<file path="src/vtpd_pkg.sv">
`timescale 1ns / 1ps
package vtpd_pkg;

    localparam int FRAC_BITS = 16;
    localparam int COORD_W   = 32;
    localparam int PROD_W    = 2 * COORD_W;
    localparam int ACC_W     = PROD_W + 2 - FRAC_BITS;
    localparam int MAG_W     = ACC_W - 1;
    localparam int LOW_W     = COORD_W - FRAC_BITS;
    localparam int DIV_STEPS = COORD_W;
    localparam int NUM_REGS  = 8;
    localparam int CFG_IDX_W = 4;
    localparam int CFG_W     = 64;
    localparam int MQ_DEPTH  = 4;
    localparam int MQ_PTR_W  = $clog2(MQ_DEPTH);

    typedef logic signed [COORD_W-1:0] coord_t;
    typedef logic [MAG_W-1:0]          mag_t;
    typedef logic [CFG_W-1:0]          cfg_word_t;
    typedef cfg_word_t [NUM_REGS-1:0]  cfg_bank_t;

    localparam cfg_word_t ONE_LO = cfg_word_t'(64'd1 << FRAC_BITS);
    localparam cfg_word_t ONE_HI = cfg_word_t'(64'd1 << (FRAC_BITS + COORD_W));

    localparam cfg_bank_t CFG_RESET = '{ONE_HI, '0, ONE_LO, '0, '0, ONE_HI, '0, ONE_LO};

    typedef struct packed {
        coord_t point_x;
        coord_t point_y;
        coord_t point_z;
    } point_t;

    typedef struct packed {
        coord_t out_x;
        coord_t out_y;
        coord_t out_z;
        logic   w_was_zero;
        logic   saturated;
    } result_t;

    typedef struct packed {
        mag_t [2:0] num;
        mag_t       den;
        logic [2:0] num_neg;
        logic       den_neg;
        logic       w_zero;
    } mid_t;

endpackage

</file>
<file path="src/vtpd_queue.sv">
`timescale 1ns / 1ps
module vtpd_queue
    import vtpd_pkg::*;
(
    input  logic clk,
    input  logic rst_n,
    input  logic wr,
    input  mid_t wdata,
    output logic full,
    input  logic rd,
    output mid_t rdata,
    output logic empty
);

    mid_t                mem_reg [MQ_DEPTH];
    logic [MQ_PTR_W-1:0] wr_ptr_reg;
    logic [MQ_PTR_W-1:0] rd_ptr_reg;
    logic [MQ_PTR_W:0]   count_reg;
    logic [MQ_PTR_W:0]   count_next;
    logic                do_wr;
    logic                do_rd;

    assign full  = (count_reg == (MQ_PTR_W+1)'(MQ_DEPTH));
    assign empty = (count_reg == '0);
    assign rdata = mem_reg[rd_ptr_reg];
    assign do_wr = wr && !full;
    assign do_rd = rd && !empty;

    always_comb
    begin
        count_next = count_reg;
        if (do_wr && !do_rd)
        begin
            count_next = count_reg + 1'b1;
        end
        else if (do_rd && !do_wr)
        begin
            count_next = count_reg - 1'b1;
        end
    end

    always_ff @(posedge clk or negedge rst_n)
    begin
        if (!rst_n)
        begin
            wr_ptr_reg <= '0;
            rd_ptr_reg <= '0;
            count_reg  <= '0;
        end
        else
        begin
            if (do_wr)
            begin
                wr_ptr_reg <= wr_ptr_reg + 1'b1;
            end
            if (do_rd)
            begin
                rd_ptr_reg <= rd_ptr_reg + 1'b1;
            end
            count_reg <= count_next;
        end
    end

    always_ff @(posedge clk)
    begin
        if (do_wr)
        begin
            mem_reg[wr_ptr_reg] <= wdata;
        end
    end

endmodule

</file>
<file path="config.mk">
export PLATFORM = sky130hd
export DESIGN_NAME = vtpd_queue
export DESIGN_NICKNAME = d
export VERILOG_FILES = /design/src/vtpd_pkg.sv /design/src/vtpd_queue.sv
export SDC_FILE = /design/constraint.sdc
export NUM_CORES = 1
export LEC_CHECK = 0
export BUFFER_PORTS_ARGS = -buffer_cell sky130_fd_sc_hd__buf_2
export CELL_PAD_IN_SITES_DETAIL_PLACEMENT = 1
export CELL_PAD_IN_SITES_GLOBAL_PLACEMENT = 1
export CORE_ASPECT_RATIO = 0.5
export CORE_MARGIN = 2
export CORE_UTILIZATION = 30
export CTS_CLUSTER_DIAMETER = 100
export DETAILED_ROUTE_END_ITERATION = 6
export PLACE_DENSITY = 0.51
export RECOVER_POWER = 25
export SYNTH_ARGS = -nofsm -noshare
export SYNTH_HDL_FRONTEND = slang
export SYNTH_SLANG_ARGS = --single-unit
</file>
<file path="constraint.sdc">
create_clock -name clk -period 14.5 [get_ports clk]
set_input_delay 2.175 -clock clk [delete_from_list [all_inputs] [get_ports clk]]
set_output_delay 2.175 -clock clk [all_outputs]
set_load 0.1 [all_outputs]
</file>
==> impl_metrics.csv, run 1 <==
group,metric,value,unit
timing,skew,0.0255,ns
detailed_routing,wl_per_cell,23.7,um
placed_design,place_ws,8.64,ns
clocking,clock_latency,0.66,ns
detailed_routing,drt-initial-drc-count,770,
detailed_routing,routed_wl,69700,um
placed_design,dpl-instance-area,0.0330,sq mm
grt,grt_max_degree,120,
logic_synthesis,synth_xor_area_share,0.179,%
grt,antenna_found_initial,14,
die,die_height,225,um
logic_synthesis,synth_flop_cell,"edfxtp_1",
logic_synthesis,synth_mux_area_share,15.5,%
timing,min_period,6.44,ns
clocking,cts_root_buffer,"clkbuf_16",
die,core,0.0975,sq mm
logic_synthesis,synthCells,1086,
placed_design,portBuffers,407,
setup_path,worstPathRequired,12.32,ns
timing,worstMarginPinSlew,1.02,ns
setup_path,endpoint_kind,"output pin",
setup_path,worstPathArrival,4.26,ns
cells_and_area,fin_area,0.0355,sq mm
worst_hold_path,whs_path_depth,1,
logic_synthesis,avgSynthCellArea,27.1,sq um
setup_path,worst-setup-path-type,"register to output pin",
die,rows,81,
timing,setup_viol,0,
logic_synthesis,synth_compound_gate_area_share,0,%
grt,grt_first_pass_wirelength,101000,um
cells_and_area,syn_to_final_growth,20.5,%
grt,track_usage,13.9,%
setup_path,cp_max_fo,58,
logic_synthesis,ys_async_sr_fraction,0.863,%
job,maxCapViolations,0,
die,io_pins,408,
setup_path,r2r_setup_slack,10.89,ns
timing,hold_viol,0,
logic_synthesis,synthSimpleGateAreaFrac,0.196,%
logic_synthesis,synthesis.nets,1297,
die,start_util,30.2,%
die,die_x,447,um
clocking,cts_resized,0,
detailed_routing,routed_via_density,4.44,
placed_design,gp_congestion,0.720,
timing,fmaxAchievable,0.155,GHz
logic_synthesis,synthAdderAreaFrac,0.281,%
logic_synthesis,synth_cell_type_count,22,
clocking,cts_tree,"done",
timing,tns,0,ns
logic_synthesis,synth-seq-cells,811,
logic_synthesis,netlist_area,0.0294,sq mm
timing,slew_viol_final,0,
placed_design,dpl.hpwl,42300,um
cells_and_area,largest_reg_flops,804,
clocking,path_clk_slew,0.06,ns
die,die_area,0.101,sq mm
logic_synthesis,seq_area_frac_synth,82.6,%
clocking,holdBufCountCts,0,
cells_and_area,fin_nets,1757,
worst_hold_path,hold_class,"register to register",
cells_and_area,mostFrequentLayoutCells,"804 x edfxtp_1, 275 x buf_2, 201 x mux4_2, 146 x clkbuf_1, 82 x clkbuf_16",
logic_synthesis,synth_edf_count,804,
timing,fin_crit_sh,44.4,%
clocking,clockBufferDepth,3,
logic_synthesis,synth_top_family_by_area,"multiplexers",
clocking,htreeDepth,3,
detailed_routing,vias,13100,
cells_and_area,drive_gt1_share,38.4,%
timing,rsz0062_at_grt,"no",
detailed_routing,drtAntennaViolNets,0,
detailed_routing,drt_first_pass_iters,4,
clocking,cts_buffers,80,
logic_synthesis,synth-warning-count,0,
cells_and_area,postLayoutCoreUtil,36.4,%
grt,overflow,0,
clocking,numClockSinks,811,
setup_path,reg2regPathDepth,5,
grt,grt_pass1_vias,14200,
timing,maxSlewHeadroom,31.8,%
setup_path,crit_path_start_kind,"register",
timing,worst_slack,8.06,ns
cells_and_area,final_common_cell,"edfxtp_1",
run_status,status,"completed",
clocking,postCtsSetupBuffers,0,
detailed_routing,drc_errors,0,
## kinds of logic (layout without fill, tap and decap cells)
logic type               Yosys count  in the layout
flip-flops                       811            811
multiplexers                     203            203
buffers and inverters             50            574
AND/OR/NAND/NOR                   10             10
adder cells (fa/ha/maj)            6              6
XOR/XNOR                           6              6
other                              0              6
## cells in the mapped netlist (2+ instances only)
master,instances,area share (%)
xor2_1,2,0.060
ha_1,5,0.21
edfxtp_1,804,82
clkbuf_1,3,0.038
mux4_2,201,15
xnor2_1,4,0.12
buf_6,19,0.73
inv_1,4,0.051
buf_2,21,0.36
dfrtp_1,7,0.60
mux2_2,2,0.077
and2_1,4,0.085
## cell type report
type                            count  area, sq um
Fill cell                        9463        62000
Sequential cell                   811        24300
Multi-Input combinational cell    225         4750
Clock buffer                       96         2100
Timing Repair Buffer              424         2040
Tap cell                         1328         1660
Clock inverter                     50          561
Inverter                            4         15.0
Antenna cell                        6         15.0
## final timing paths
check / from / to
setup / recovery: rd_ptr_reg[1] / rdata[78]
hold / removal: count_reg[2] / count_reg[2]
setup reg to reg: count_reg[2] / mem_reg[1][83]
hold reg to reg: count_reg[2] / count_reg[2]
max in group asynchronous: rst_n / rd_ptr_reg[1]
min in group asynchronous: rst_n / wr_ptr_reg[1]
## routing by layer
layer	up-vias	part of all wire (%)	global-route usage, %
met1	7083	39	16.6
li1	5661	-	-
met5	-	0	0
met3	131	2.8	2.77
met2	198	55	24.7
met4	0	3.2	5.08
## critical path, stage by stage, from the launching register on
cell	delay [ns]
dfrtp_4	1.09
buf_4	0.77
buf_4	0.81
mux4_2	0.36
buf_2	0.45
## through the flow
step | instances | hold slack [ns]
finish | 2944 | 0.478
global route | 2943 | 0.502
CTS | 2938 | 0.484
detailed placement | 2792 | 0.470
global placement | 2792 | 0.466
floorplan | 1086 | 0.447
Power of run 1 is not shown: default switching activity piles up to over one toggle a cycle in this logic, so the estimate is an artifact.
==> inputs of run 2 (changes only) <==
--- a/config.mk
+++ b/config.mk
@@ -13,7 +13,7 @@
 export CORE_UTILIZATION = 30
 export CTS_CLUSTER_DIAMETER = 100
 export DETAILED_ROUTE_END_ITERATION = 6
-export PLACE_DENSITY = 0.51
+export PLACE_DENSITY = 0.53
 export RECOVER_POWER = 25
 export SYNTH_ARGS = -nofsm -noshare
 export SYNTH_HDL_FRONTEND = slang
==> constraint.sdc (replaced) <==
create_clock -name clk -period 5.7 [get_ports clk]
set_input_delay 0.855 -clock clk [delete_from_list [all_inputs] [get_ports clk]]
set_output_delay 0.855 -clock clk [all_outputs]
set_load 0.1 [all_outputs]
==> impl_metrics.csv, run 2 (same netlist as run 1, synthesis figures left out) <==
group,metric,value,unit
run_status,status,"completed",
detailed_routing,drtAntennaViolNets,0,
die,die_area,0.101,sq mm
timing,tns,0,ns
placed_design,portBuffers,407,
cells_and_area,syn_to_final_growth,20.2,%
setup_path,worstPathArrival,3.15,ns
cells_and_area,final_common_cell,"edfxtp_1",
detailed_routing,drt-initial-drc-count,764,
grt,grt_pass1_vias,14200,
timing,skew,0.0271,ns
clocking,clockBufferDepth,3,
setup_path,crit_path_start_kind,"register",
setup_path,cp_max_fo,45,
detailed_routing,drt_first_pass_iters,6,
cells_and_area,fin_nets,1764,
die,io_pins,408,
cells_and_area,largest_reg_flops,804,
cells_and_area,final_cells,2938,
detailed_routing,wl_per_cell,23.6,um
die,die_height,225,um
clocking,clock_latency,0.65,ns
clocking,cts_root_buffer,"clkbuf_16",
grt,track_usage,13.7,%
die,start_util,30.2,%
timing,slew_viol_final,0,
setup_path,worstPathRequired,4.85,ns
timing,maxSlewHeadroom,32.0,%
clocking,cts_buffers,77,
setup_path,endpoint_kind,"output pin",
die,die_x,447,um
placed_design,dpl.hpwl,44700,um
timing,worstMarginPinSlew,1.02,ns
placed_design,gp_congestion,0.717,
clocking,path_clk_slew,0.06,ns
timing,rsz0062_at_grt,"no",
grt,antenna_found_initial,10,
detailed_routing,routed_wl,69200,um
cells_and_area,layout.area.seq,0.0243,sq mm
detailed_routing,drc_errors,0,
placed_design,placed_cells,2801,
cells_and_area,mostFrequentLayoutCells,"804 x edfxtp_1, 279 x buf_2, 201 x mux4_2, 140 x clkbuf_1, 78 x clkbuf_16",
clocking,cts_resized,0,
grt,overflow,0,
cells_and_area,drive_gt1_share,38.5,%
setup_path,worst-setup-path-type,"register to output pin",
die,rows,81,
detailed_routing,routed_via_density,4.44,
grt,grt_max_degree,86,
cells_and_area,multi_input_area,0.00476,sq mm
clocking,htreeDepth,3,
timing,setup_viol,0,
job,maxCapViolations,0,
clocking,cts_tree,"done",
timing,min_period,4.01,ns
timing,fin_crit_sh,70.3,%
detailed_routing,vias,13000,
clocking,numClockSinks,811,
die,core,0.0975,sq mm
timing,hold_viol,0,
grt,grt_first_pass_wirelength,101000,um
worst_hold_path,hold_class,"primary input to register",
cells_and_area,n_fill_cell,9519,
timing,fmaxAchievable,0.250,GHz
run 2: changes by cell type in the layout (fill, tap and decap cells not counted), moves of 2 or more:
cell	delta
clkinv_2	-4
clkinv_8	+2
clkbuf_1	-6
inv_6	-3
clkinvlp_4	+3
bufinv_16	-7
clkinv_1	+3
clkbuf_16	-4
diode_2	-3
buf_4	-2
buf_2	+4
buf_12	+11
run 2: metrics by stage:
step,utilization [%],area (sq um),hold slack (ns),setup WS (ns)
final,36.3,35400,0.435,1.69
after global routing,36.3,35400,0.394,1.43
after CTS,36.4,35500,0.358,1.53
after detailed placement,34.0,33200,0.473,2.26
after global placement,34.0,33200,0.471,2.26
after floorplan,-,29400,0.445,1.65
run 2: worst paths after layout:
check                                   to  cells after the start           from  slack (ns)
max                              rdata[12]                      3  rd_ptr_reg[0]        1.69
min                        mem_reg[0][195]                      1     wdata[195]        0.43
max reg2reg                 mem_reg[2][56]                      4   count_reg[2]        2.83
min reg2reg                   count_reg[2]                      1   count_reg[2]        0.48
max in group asynchronous    rd_ptr_reg[1]                      2          rst_n        4.88
min in group asynchronous     count_reg[0]                      2          rst_n        0.63
run 2: critical path: stages, from the launching register on:
cell,delay [ns]
dfrtp_4,1.09
buf_4,0.48
mux4_2,0.56
buf_2,0.31
run 2: cell type report:
class                   instances  share of cell area [%]
inverters                       4                  0.0424
repair buffers                434                    6.38
flip-flops and latches        811                    68.8
clock inverters                43                    1.02
multi-input cells             225                    13.4
diodes                          3                  0.0212
well taps                    1328                    4.70
clock buffers                  90                    5.64
run 2: timing repair:
action                                 in CTS  in global routing
endpoints found under the hold margin       7                  0
hold buffers                                1                  0
buffers inserted                            0                  0
run 2: per-layer routing:
layer,global-route usage (%),vias to the layer above,part of all wire [%]
li1,-,5667,-
met1,16.1,7074,38
met2,25.5,174,57
met3,2.57,119,2.7
met4,4.00,2,2.4
met5,0,-,0.019
Power of run 2 is left out for the same reason.
==> inputs of run 3 (changes only) <==
--- a/config.mk
+++ b/config.mk
@@ -5,6 +5,7 @@
 export SDC_FILE = /design/constraint.sdc
 export NUM_CORES = 1
 export LEC_CHECK = 0
+export ABC_AREA = 1
 export BUFFER_PORTS_ARGS = -buffer_cell sky130_fd_sc_hd__buf_2
 export CELL_PAD_IN_SITES_DETAIL_PLACEMENT = 1
 export CELL_PAD_IN_SITES_GLOBAL_PLACEMENT = 1
@@ -13,7 +14,7 @@
 export CORE_UTILIZATION = 30
 export CTS_CLUSTER_DIAMETER = 100
 export DETAILED_ROUTE_END_ITERATION = 6
-export PLACE_DENSITY = 0.53
+export PLACE_DENSITY = 0.54
 export RECOVER_POWER = 25
 export SYNTH_ARGS = -nofsm -noshare
 export SYNTH_HDL_FRONTEND = slang
==> constraint.sdc (replaced) <==
create_clock -name clk -period 3.7 [get_ports clk]
set_input_delay 0.555 -clock clk [delete_from_list [all_inputs] [get_ports clk]]
set_output_delay 0.555 -clock clk [all_outputs]
set_load 0.1 [all_outputs]
==> impl_metrics.csv, run 3 <==
group,metric,value,unit
logic_synthesis,netlist.area_leader.share,75.0,%
setup_path,crit_chain,"inv_8 -> buf_12 -> nand2_1 -> o211ai_1 -> nand2_1 -> buf_12",
timing,holdWs,0.123,ns
cells_and_area,largest_reg_flops,804,
setup_path,max_stage_delay,0.48,ns
setup_path,endpoint_kind,"output pin",
grt,grt_pass1_vias,19800,
logic_synthesis,synth_cell_type_count,18,
detailed_routing,routed_via_density,4.47,
setup_path,cp_max_fo,136,
logic_synthesis,synth_edf_count,804,
logic_synthesis,seq_area_frac_synth,75.5,%
grt,track_usage,14.9,%
grt,grt_use_met1,17.3,%
clocking,clock_latency,0.65,ns
logic_synthesis,synth.most_common_cell,"edfxtp_1",
placed_design,gp_congestion,0.739,
detailed_routing,vias,19300,
setup_path,worstPathRequired,3.14,ns
logic_synthesis,netlist_area,0.0322,sq mm
timing,tns,0,ns
clocking,path_clk_slew,0.06,ns
placed_design,dpl.hpwl,52000,um
logic_synthesis,synth_largest_area_cell,"edfxtp_1",
cells_and_area,fin_area,0.0393,sq mm
worst_hold_path,whs_path_depth,1,
cells_and_area,postLayoutCoreUtil,37.1,%
clocking,cts_buffers,80,
logic_synthesis,ys_async_sr_fraction,0.863,%
grt,grtUsageMet3,3.00,%
logic_synthesis,avgSynthCellArea,13.4,sq um
die,rows,84,
die,start_util,30.4,%
logic_synthesis,synth-warning-count,0,
logic_synthesis,synthCells,2407,
clocking,numClockSinks,811,
cells_and_area,fin_nets,3033,
die,die_x,467,um
cells_and_area,n_fill_cell,11200,
timing,rsz0062_at_grt,"no",
setup_path,worstPathArrival,2.81,ns
die,die_height,236,um
detailed_routing,wl_per_cell,19.1,um
clocking,htreeDepth,3,
timing,slew_viol_final,0,
setup_path,crit_family,"buffers and inverters",
cells_and_area,syn_to_final_growth,21.9,%
grt,grt-busiest-layer,"met2",
die,io_pins,408,
timing,setup_viol,0,
detailed_routing,routed_wl,82400,um
detailed_routing,drc_errors,0,
setup_path,worst-path-buf-inv,3,
cells_and_area,final_common_cell,"edfxtp_1",
logic_synthesis,synth_flop_cell,"edfxtp_1",
timing,fmaxAchievable,0.297,GHz
grt,overflow,0,
clocking,cts_tree,"done",
setup_path,r2r_start,"count_reg[0]",
detailed_routing,drt_first_pass_iters,6,
run_status,status,"completed",
grt,grt_first_pass_wirelength,124000,um
logic_synthesis,synth-seq-cells,811,
die,core,0.106,sq mm
setup_path,cp_slowest_cell,"buf_12",
placed_design,portBuffers,407,
placed_design,dpl-instance-area,0.0369,sq mm
grt,use_met2,27.4,%
setup_path,r2r_setup_slack,1.41,ns
logic_synthesis,synth.area.top_cells,"edfxtp_1 75%, o211ai_1 9.4%, nand2_1 7.2%",
grt,antenna_found_initial,13,
timing,fin_crit_sh,91.1,%
grt,grt_max_degree,137,
setup_path,worst-setup-path-type,"register to output pin",
clocking,clockBufferDepth,3,
setup_path,reg2regPathDepth,5,
detailed_routing,drt-initial-drc-count,794,
die,die_area,0.110,sq mm
worst_hold_path,whs_endpoint,"mem_reg[3][152]",
logic_synthesis,synthesis.nets,2618,
cells_and_area,drive_gt1_share,15.7,%
timing,min_period,3.37,ns
setup_path,crit_path_start_kind,"register",
worst_hold_path,hold_class,"primary input to register",
timing,worstMarginPinSlew,0.856,ns
detailed_routing,drtAntennaViolNets,0,
timing,hold_viol,0,
job,maxCapViolations,0,
logic_synthesis,synth_commonest_cells,"804 x edfxtp_1, 620 x nand2_1, 418 x inv_1",
timing,skew,0.0116,ns
timing,maxSlewHeadroom,42.8,%
cells_and_area,mostFrequentLayoutCells,"804 x edfxtp_1, 619 x nand2_1, 418 x inv_1, 402 x o211ai_1, 223 x buf_2",
clocking,cts_root_buffer,"clkbuf_16",
setup_path,r2r-end,"mem_reg[2][38]",
worst_hold_path,hold_start,"wdata[152]",
[run 3: final cells by class]
cell class                 count  area, sq um  area share, %
inverter                     420         1590           4.05
clock inverter                36          352          0.896
antenna                       11         27.5         0.0701
clock buffer                 102         2170           5.53
timing repair buffer         467         3470           8.85
sequential                   811        24300           62.0
tap                         1419         1780           4.52
multi-input combinational   1042         5540           14.1
[run 3: routing by layer]
metal | part of all wire, % | routed length [um]
met5 | 0 | 0
met4 | 2.8 | 2290
met3 | 3.0 | 2440
met2 | 54 | 44400
met1 | 40 | 33300
[run 3: cell families after synthesis]
logic type | count (synthesis) | share of synthesized area (%)
XOR/XNOR | 1 | 0.0272
adder cells (fa/ha/maj) | 6 | 0.257
AND/OR/NAND/NOR | 632 | 7.40
buffers and inverters | 554 | 7.38
flip-flops | 811 | 75.5
AO/OA/AOI/OAI | 403 | 9.39
[run 3: repair_timing]
action | in CTS | in global routing
gates resized for setup | 0 | 0
hold endpoints to repair | 7 | 0
setup endpoints to repair | 0 | 0
buffers inserted | 0 | 0
hold buffers | 1 | 0
[run 3: worst reg2reg max path, delay by kind of cell, from the launching register on]
family        cells  cell delay, ns
simple gates      3            0.94
buf+inv           2            0.57
flops             1            0.42
[run 3: worst max-delay path by stage]
stage / cells past startpoint / end / start / slack, ns
5_1_grt: 6 / rdata[80] / rd_ptr_reg[0] / 0.08
3_3_place_gp: 6 / rdata[128] / rd_ptr_reg[0] / 1.08
4_1_cts: 6 / rdata[140] / rd_ptr_reg[0] / 0.30
6_report: 6 / rdata[140] / rd_ptr_reg[0] / 0.33
3_5_place_dp: 6 / rdata[140] / rd_ptr_reg[0] / 1.04
2_1_floorplan: 4 / mem_reg[0][0] / count_reg[0] / -0.39
[run 3: through the flow]
step	std cells	worst slack (ns)
6_report	4308	0.331
5_1_grt	4304	0.0832
4_1_cts	4297	0.300
3_5_place_dp	4158	1.04
3_3_place_gp	4158	1.08
2_1_floorplan	2407	-0.394
Power of run 3 is left out for the same reason.
